## src/rtl/kgm_mul.sv

```systemverilog
// Shared registered multiplier of the kernel gas map block.
// Stand-alone; product appears in the cycle after the operands.
module kgm_mul (
	input  logic        clk,
	input  logic [32:0] a,
	input  logic [31:0] b,
	output logic [64:0] p
);

	always_ff @(posedge clk) begin
		p <= 65'(a) * 65'(b);
	end

endmodule

```

## config.mk

```make
export PLATFORM = sky130hd
export DESIGN_NAME = kgm_mul
export DESIGN_NICKNAME = d
export VERILOG_FILES = /design/src/rtl/kgm_mul.sv
export SDC_FILE = /design/constraint.sdc
export NUM_CORES = 2
export LEC_CHECK = 0
export BUFFER_PORTS_ARGS = -buffer_cell sky130_fd_sc_hd__buf_2
export CORE_ASPECT_RATIO = 0.9
export CORE_MARGIN = 2
export CORE_UTILIZATION = 50
export CTS_BUF_LIST = sky130_fd_sc_hd__clkbuf_2
export DETAILED_ROUTE_END_ITERATION = 8
export MAX_ROUTING_LAYER = met4
export PLACE_DENSITY_LB_ADDON = 0.3
export SYNTH_ARGS = -nofsm -noshare
export SYNTH_HDL_FRONTEND = slang
export SYNTH_SLANG_ARGS = --single-unit
```

## constraint.sdc

```tcl
create_clock -name clk -period 11.1 [get_ports clk]
set_input_delay 1.665 -clock clk [delete_from_list [all_inputs] [get_ports clk]]
set_output_delay 1.665 -clock clk [all_outputs]
set_load 0.02 [all_outputs]
```

==> metrics.md <==
| Metric | Value |
|---|---|
| Most frequent cell after synthesis | inv_1 |
| Clock root buffer | clkbuf_2 |
| Initial core utilization | 50.6% |
| # Post-CTS Setup Buffers | 0 |
| Fin worst setup slack | 2.19 ns |
| Crit path cell chain | buf_2 > nand2_1 > fa_1 > inv_1 > fa_1 > fa_1 > inv_1 > fa_1 > inv_1 > fa_1 > fa_1 > fa_1 > inv_1 > fa_1 > inv_1 > ha_1 > nand2_1 > nor2_1 > nand2_1 > or3_1 > a31oi_1 > o311a_1 > nor4b_1 > a311oi_1 |
| Core Rows | 92 |
| #FFs+latches synth | 65 |
| Iter 0 DRT Violations | 1609 |
| Vias in the first global route | 27.8k |
| Grt ovf | 0 |
| Clock Pin Slew Worst Setup and Hold Paths | 0.21 ns |
| Final hold vios | 0 |
| Setup TNS | 0 ns |
| Slew Viols, Final | 0 |
| Post-synth top area share | 52.1% |
| Status | completed |
| RSZ-0062 raised after global routing | no |
| Slew headroom | 34.2% |
| Crit-path max FO | 33 |
| Fill count | 6566 |
| Cells after Synth | 3929 |
| PostCTS Resize Cnt | 0 |
| Syn avg cell area | 9.05 sq um |
| CTS Sinks | 65 |
| Synth area leader | fa_1 |
| First-pass GRT wire length | 155000 microns |
| Via count | 25.9k |
| Via density | 5.39 |
| Fmax | 112 MHz |
| # DRC | 0 |
| Die Span Y | 257 microns |
| DRT antenna net count | 0 |
| Distinct cells, synth | 67 |
| Synth cell count leaders | inv_1, fa_1, nand2_1 |
| CP startpoint | b[8] |
| Max reg flops | 65 |
| Largest cells by area after synthesis | fa_1, inv_1, ha_1 |
| Multi-input logic area | 0.0299 sq mm |
| Finish-stage setup viols | 0 |
| Port bufs | 130 |
| Post-DP HPWL | 76800 microns |
| Worst EP arrival | 9.37 ns |
| CP Capture Point | p[58]$_DFF_P_ |
| # IOs | 131 |
| Fin crit share | 80.2% |
| Storage element area | 0.00130 sq mm |
| Worst setup EP type | flop |
| Final Cell Area | 0.0368 sq mm |
| Seq/Total Area, Yosys | 3.66% |
| Async S/R FF share, synth | 0% |
| CTS Hold Bufs | 0 |
| Global Route Usage Sum | 28.2% |
| CP peak stage delay | 0.62 ns |
| TritonCTS buffer count | 9 |
| Warnings from Yosys | 0 |
| Largest net degree at the start of global routing | 34 |
| Drt pass-1 iters | 5 |
| Startpoint types | input pin |
| Largest Register | p |
| Wire length per cell | 20.1 microns |
| Layout net count | 5117 |
| Ratio of cells with drive above 1 in the final layout | 4.42% |
| MaxCap Viol Count | 0 |
| CP max stage cell | buf_2 |
| DIE AREA | 0.0733 sq mm |
| Chip width | 285 microns |
| Longest Clk Path Bufs | 2 |
| Crit path kind | input pin to flop |
| Top flop regs | p x65 |
| H-tree depth | 3 |
| Core ar. | 0.0702 sq mm |
| Initial antenna violation count | 3 |
| CTS tree | yes |
| CP most frequent cell | fa_1 |
| Final WL | 96800 microns |
| Mapped Area | 0.0356 sq mm |
| Post-route minimum period | 8.91 ns |
| Worst Hold Class | input pin to flop |
| Post-synth EDFFs | 0 |
| Worst endpoint required time | 11.56 ns |
| Syn_nets | 5185 |
| Placement Setup Slack | 1.76 ns |
| Placed cell area | 0.0366 sq mm |
| Dominant synthesized flop cell | dfxtp_1 |
| Worst slew pin tran | 0.987 ns |
| Area Overhead vs Synth | 3.42% |
| GP Congestion | 0.921 |
==> area by class of cell <==
type                            instances  area share (%)
Multi-Input combinational cell       2717            81.4
Sequential cell                        65            3.54
Timing Repair Buffer                  138            1.93
Clock buffer                            9           0.123
Clock inverter                          7           0.255
Antenna cell                            4          0.0272
Tap cell                              940            3.20
Inverter                              930            9.49
==> stage by stage <==
step	hold WS [ns]	util (%)	instances
finish	1.77	52.4	4810
global route	1.68	52.4	4808
CTS	1.72	52.3	4806
detailed placement	2.08	52.1	4790
global placement	2.08	52.1	4790
floorplan	1.79	-	3929
==> worst min-delay path by stage <==
stage | startpoint | end | slack [ns] | cells past startpoint
floorplan | b[0] | p[0]$_DFF_P_ | 1.79 | 1
global placement | p[44]$_DFF_P_ | p[44] | 2.08 | 1
detailed placement | p[26]$_DFF_P_ | p[26] | 2.08 | 1
CTS | a[0] | p[0]$_DFF_P_ | 1.72 | 3
global route | a[0] | p[0]$_DFF_P_ | 1.68 | 3
finish | a[0] | p[0]$_DFF_P_ | 1.77 | 3
==> layer usage <==
layer | share of wire, % | vias up | global-route usage, %
li1 | - | 11205 | -
met1 | 40 | 13566 | 36.5
met2 | 49 | 974 | 46.0
met3 | 6.3 | 186 | 2.85
met4 | 4.6 | 0 | 10.6
met5 | 0 | - | -
==> worst max-delay path: cells and delay by family <==
kind                       cells  cell delay, ns
adders and majority gates      9            4.58
buffers and inverters          6            0.90
and+or+nand+nor                6            1.18
AOI/OAI and AO/OA              3            1.01
==> placed cells by master (no fill, tap or decap), types with 4 or more instances in the layout <==
cell | netlist | routed
o31ai_1 | 5 | 5
diode_2 | 0 | 4
o21bai_1 | 18 | 18
nand2_1 | 632 | 632
a21o_1 | 26 | 26
nor2b_1 | 6 | 6
and3_1 | 9 | 9
inv_1 | 930 | 930
o211ai_1 | 4 | 4
dfxtp_1 | 65 | 65
a31oi_1 | 8 | 8
clkbuf_2 | 0 | 9
nand2b_1 | 4 | 4
buf_2 | 4 | 130
nand3_1 | 20 | 20
o21ai_0 | 33 | 33
a311oi_1 | 4 | 4
buf_4 | 0 | 8
nand4_1 | 13 | 13
a21oi_1 | 79 | 79
fa_1 | 926 | 926
nor3_1 | 12 | 12
nor2_1 | 37 | 37
and2_1 | 488 | 488
xor2_1 | 23 | 23
ha_1 | 264 | 264
nor4_1 | 4 | 4
xnor2_1 | 33 | 33
a211oi_1 | 7 | 7
==> cell families (layout without fill, tap and decap cells) <==
group           after synthesis  after routing  synth area share, %
other cells                   0              4                    0
xor+xnor                     56             56                 1.38
buf+inv                    1147           1084                 12.1
mux                           1              1               0.0317
flops                        65             65                 3.66
fa+ha+maj                  1190           1190                 61.4
simple gates               1246           1246                 17.2
compound gates              224            224                 4.17
Power is not shown: default switching activity piles up to over one toggle a cycle in this logic, so the estimate is an artifact.
