File: src/rtl/kgm_div.sv
// Restoring radix-2 divider, one quotient bit per cycle, 49 by 32 bits.
// Stand-alone; used for the cell average.
module kgm_div (
	input  logic        clk,
	input  logic        arst_n,
	input  logic        start,
	input  logic [48:0] dividend,
	input  logic [31:0] divisor,
	output logic        busy,
	output logic [48:0] quotient
);

	logic [31:0] rem_q;
	logic [48:0] quo_q;
	logic [31:0] div_q;
	logic [5:0]  cnt_q;
	logic        busy_q;
	logic [32:0] sh;
	logic [32:0] diff;
	logic        ge;

	assign sh   = {rem_q, quo_q[48]};
	assign ge   = sh >= {1'b0, div_q};
	assign diff = sh - {1'b0, div_q};

	always_ff @(posedge clk or negedge arst_n) begin
		if (!arst_n) begin
			busy_q <= 1'b0;
			cnt_q  <= '0;
		end else if (start) begin
			busy_q <= 1'b1;
			cnt_q  <= 6'd48;
		end else if (busy_q) begin
			if (cnt_q == 6'd0) begin
				busy_q <= 1'b0;
			end else begin
				cnt_q <= cnt_q - 6'd1;
			end
		end
	end

	always_ff @(posedge clk) begin
		if (start) begin
			rem_q <= '0;
			quo_q <= dividend;
			div_q <= divisor;
		end else if (busy_q) begin
			// shift in one dividend bit, subtract when it fits
			rem_q <= ge ? diff[31:0] : sh[31:0];
			quo_q <= {quo_q[47:0], ge};
		end
	end

	assign busy     = busy_q;
	assign quotient = quo_q;

endmodule

File: config.mk
export PLATFORM = sky130hd
export DESIGN_NAME = kgm_div
export DESIGN_NICKNAME = d
export VERILOG_FILES = /design/src/rtl/kgm_div.sv
export SDC_FILE = /design/constraint.sdc
export NUM_CORES = 1
export LEC_CHECK = 0
export ABC_AREA = 1
export BUFFER_PORTS_ARGS = -buffer_cell sky130_fd_sc_hd__buf_4
export CAP_MARGIN = 20
export CORE_ASPECT_RATIO = 1.5
export CORE_MARGIN = 2
export CORE_UTILIZATION = 62
export DETAILED_ROUTE_END_ITERATION = 7
export GPL_TIMING_DRIVEN = 0
export PLACE_DENSITY = 0.86
export SLEW_MARGIN = 20
export SYNTH_ARGS = -nofsm -noshare
export SYNTH_HDL_FRONTEND = slang
export SYNTH_SLANG_ARGS = --single-unit
export TNS_END_PERCENT = 20
File: constraint.sdc
create_clock -name clk -period 4.5 [get_ports clk]
set_clock_uncertainty 0.15 [all_clocks]
set_input_delay 1.35 -clock clk [delete_from_list [all_inputs] [get_ports clk]]
set_output_delay 1.35 -clock clk [all_outputs]
set_load 0.03 [all_outputs]
==> results.md <==
- Status: complete, no violations
- Via count: 7296
- Final Util: 78.7%
- Average size of a mapped cell: 7.19 um^2
- Max rail drop VDD: 0.330 mV
- Crit path kind: in2reg
- CP Max Fanout: 33
- CP max stage delay: 420 ps
- Placed cell areas: 0.00894 mm^2
- Die Y: 141 um
- Largest net degree at the start of global routing: 50
- Initial antenna violation count: 0
- Global-route usage over all layers: 34.2%
- CP Data Arrival Time: 3210 ps
- Ys async rst share: 5.83%
- Max frequency: 325 MHz
- Yosys top cell by area: edfxtp_1
- Die ar.: 0.0134 mm^2
- Initial Util: 63.9%
- WL/cell: 16.1 um
- CTS sink cnt: 120
- Number of flops mapped to enable cells by yosys: 81
- WP data required: 4630 ps
- IO Pins: 134
- First-pass GRT wire length: 34.4 mm
- Final Hold Vio Count: 0
- DRC: 0
- Num CTS Buffers: 17
- Initial DRC Count: 525
- Post-route cell area: 0.00950 mm^2
- # nets final: 1345
- Clk buf depth: 2
- Post-synth top cells: 454 x nand2_1, 190 x inv_1, 81 x edfxtp_1
- Remaining global-route overflow: 0
- Root Driver: clkbuf_16
- Synthesized area: 0.00772 mm^2
- Top-count cell post-synth: nand2_1
- Top cell type's share of synthesized area: 31.5%
- Static Leakage: 5.19 nW
- RD Place Congestion: 1.02
- Diode count: 0
- Core box area: 0.0121 mm^2
- Worst path slowest cell: buf_4
- Clk Latency, worst-skew pair: 420 ps
- RSZ-0062 raised after global routing: false
- Slew Limit Fails: 0
- Final ANT Viol Nets: 0
- Final Critical Period: 3080 ps
- Cell count after synthesis: 1073
- First drt pass iteration count: 5
- Synth unique cells: 37
- Site row count: 49
- Setup TNS: 0 ps
- Detail-routed via count per cell: 5.24
- Pwr Density: 528 mW/mm^2
- Hold Buf Count CTS: 0
- Chip width: 95.1 um
- Worst slew pin tran: 644 ps
- Vias in the first global route: 7209
- Post-cts sizing count: 0
- Maxcap violations: 0
- Clk slew on worst S/H paths: 60 ps
- Final worst path period share: 68.4%
- Port Buffer Count: 133
- Area contributors post-synth: edfxtp_1 32%, nand2_1 22%, inv_1 9.2%
- Layout cell share with drive strength beyond 1: 17.4%
- Worst Path Buf+Inv: 3
- Layout area overhead: 23.1%
- Fill count: 861
- H-tree Lvls: 4
- Crit start category: input port
- Setup crit end kind: flip-flop
- Worst Hold Class: reg2reg
- Top delay family on crit path: buffers and inverters
- Register bit total from synthesis: 120
- Slew HR: 57.1%
- Dominant synthesized flop cell: edfxtp_1
- Crit path cell chain: buf_4, buf_2, nor2_1, inv_1, o21ai_0, nor2_1, nand3_1, a21oi_1, o21ai_0
- TritonCTS clock tree: yes
- Final HPWL DP: 17.0 mm
- Post-Route WL: 22.4 mm
- Ys Warns: 0
- Register area share after synthesis: 42.1%
- Post-CTS setup repair buffer count: 0
- Net count after synthesis: 1192
- Final setup fails: 0
-- stage by stage --
stage / setup WS [ps] / cells / total power [mW] / hold slack [ps]
2_1_floorplan: 669 / 1073 / 3.07 / 283
3_5_place_dp: 1100 / 1360 / 3.67 / 307
5_1_grt: 1280 / 1392 / 5.33 / 338
6_report: 1420 / 1392 / 5.02 / 320
3_3_place_gp: -678 / 1359 / 3.62 / 300
4_1_cts: 1460 / 1392 / 5.00 / 317
-- metal layers --
metal,track usage (%),up-vias,part of all wire [%]
met3,7.96,60,5.6
met2,63.1,275,54
met4,17.8,0,4.5
met5,0,-,0
met1,34.6,3330,36
li1,-,3631,-
-- sequential cells by signal, summed over array words and instances (netlist names) --
register	cells
quotient	49
rem_q	32
cnt_q	6
div_q	32
busy	1
-- final cells by class --
| type | count | area, um^2 | share of cell area, % |
|---|---|---|---|
| Multi-Input combinational cell | 733 | 3580 | 37.6 |
| Sequential cell | 120 | 3250 | 34.2 |
| Clock inverter | 13 | 121 | 1.28 |
| Tap cell | 153 | 191 | 2.01 |
| Timing Repair Buffer | 134 | 1030 | 10.8 |
| Buffer | 27 | 173 | 1.82 |
| Clock buffer | 19 | 443 | 4.66 |
| Inverter | 193 | 724 | 7.62 |
-- worst register-to-register path, cell delays in order, from the launching register on --
cell      delay (ps)
edfxtp_1         390
inv_1             90
ha_1             230
fa_1             420
inv_1            130
nand3_1           80
nand3_1          190
nand2_1          110
a21oi_1          310
o21ai_0          130
nand2_1           70
nand2_1           40
nand3_1           80
nand2_1           50
-- kinds of logic (layout without fill, tap and decap cells) --
family / count (synthesis) / after routing / share of synthesized area, %
AND/OR/NAND/NOR: 636 / 636 / 35.7
buffers and inverters: 220 / 386 / 11.6
flip-flops: 120 / 120 / 42.1
AO/OA/AOI/OAI: 48 / 48 / 3.29
adder cells (fa/ha/maj): 35 / 35 / 5.77
XOR/XNOR: 14 / 14 / 1.59
-- cell usage in the layout (no fill, tap or decap), types with 4 or more instances in the layout --
cell type / n
dfrtp_1: 7
nor2_1: 39
inv_1: 190
buf_4: 135
and2_1: 4
buf_2: 6
nand2_2: 8
o21ai_0: 10
nand4_1: 10
edfxtp_1: 81
buf_6: 4
ha_1: 34
nand3b_1: 13
dfxtp_1: 32
clkbuf_16: 17
o21ai_1: 10
a21oi_1: 22
xnor2_1: 13
clkbuf_1: 13
nor2_2: 7
clkinv_4: 4
nand2_1: 454
nand3_2: 10
nand3_1: 80
-- where the power goes --
part	total [mW]	internal [mW]	switching, mW	leakage [nW]
logic	2.22	0.816	1.40	3.72
registers	1.48	1.37	0.114	1.20
clock network	1.32	0.779	0.541	0.274
-- final timing paths --
path                                   startpoint                endpoint  slack (ps)  depth (start not counted)
max in group asynchronous                  arst_n    cnt_q[0]$_DFFE_PN0P_        3490                          1
min                          cnt_q[3]$_DFFE_PN0P_    cnt_q[3]$_DFFE_PN0P_         320                          1
max reg2reg                quotient[48]$_DFFE_PP_  rem_q[16]$_SDFFE_PP0P_        1940                         13
min in group asynchronous                  arst_n    cnt_q[2]$_DFFE_PN0P_         590                          1
min reg2reg                  cnt_q[3]$_DFFE_PN0P_    cnt_q[3]$_DFFE_PN0P_         320                          1
max                                         start    cnt_q[5]$_DFFE_PN0P_        1420                          9
Note: power is estimated with default switching activity, not from simulation.
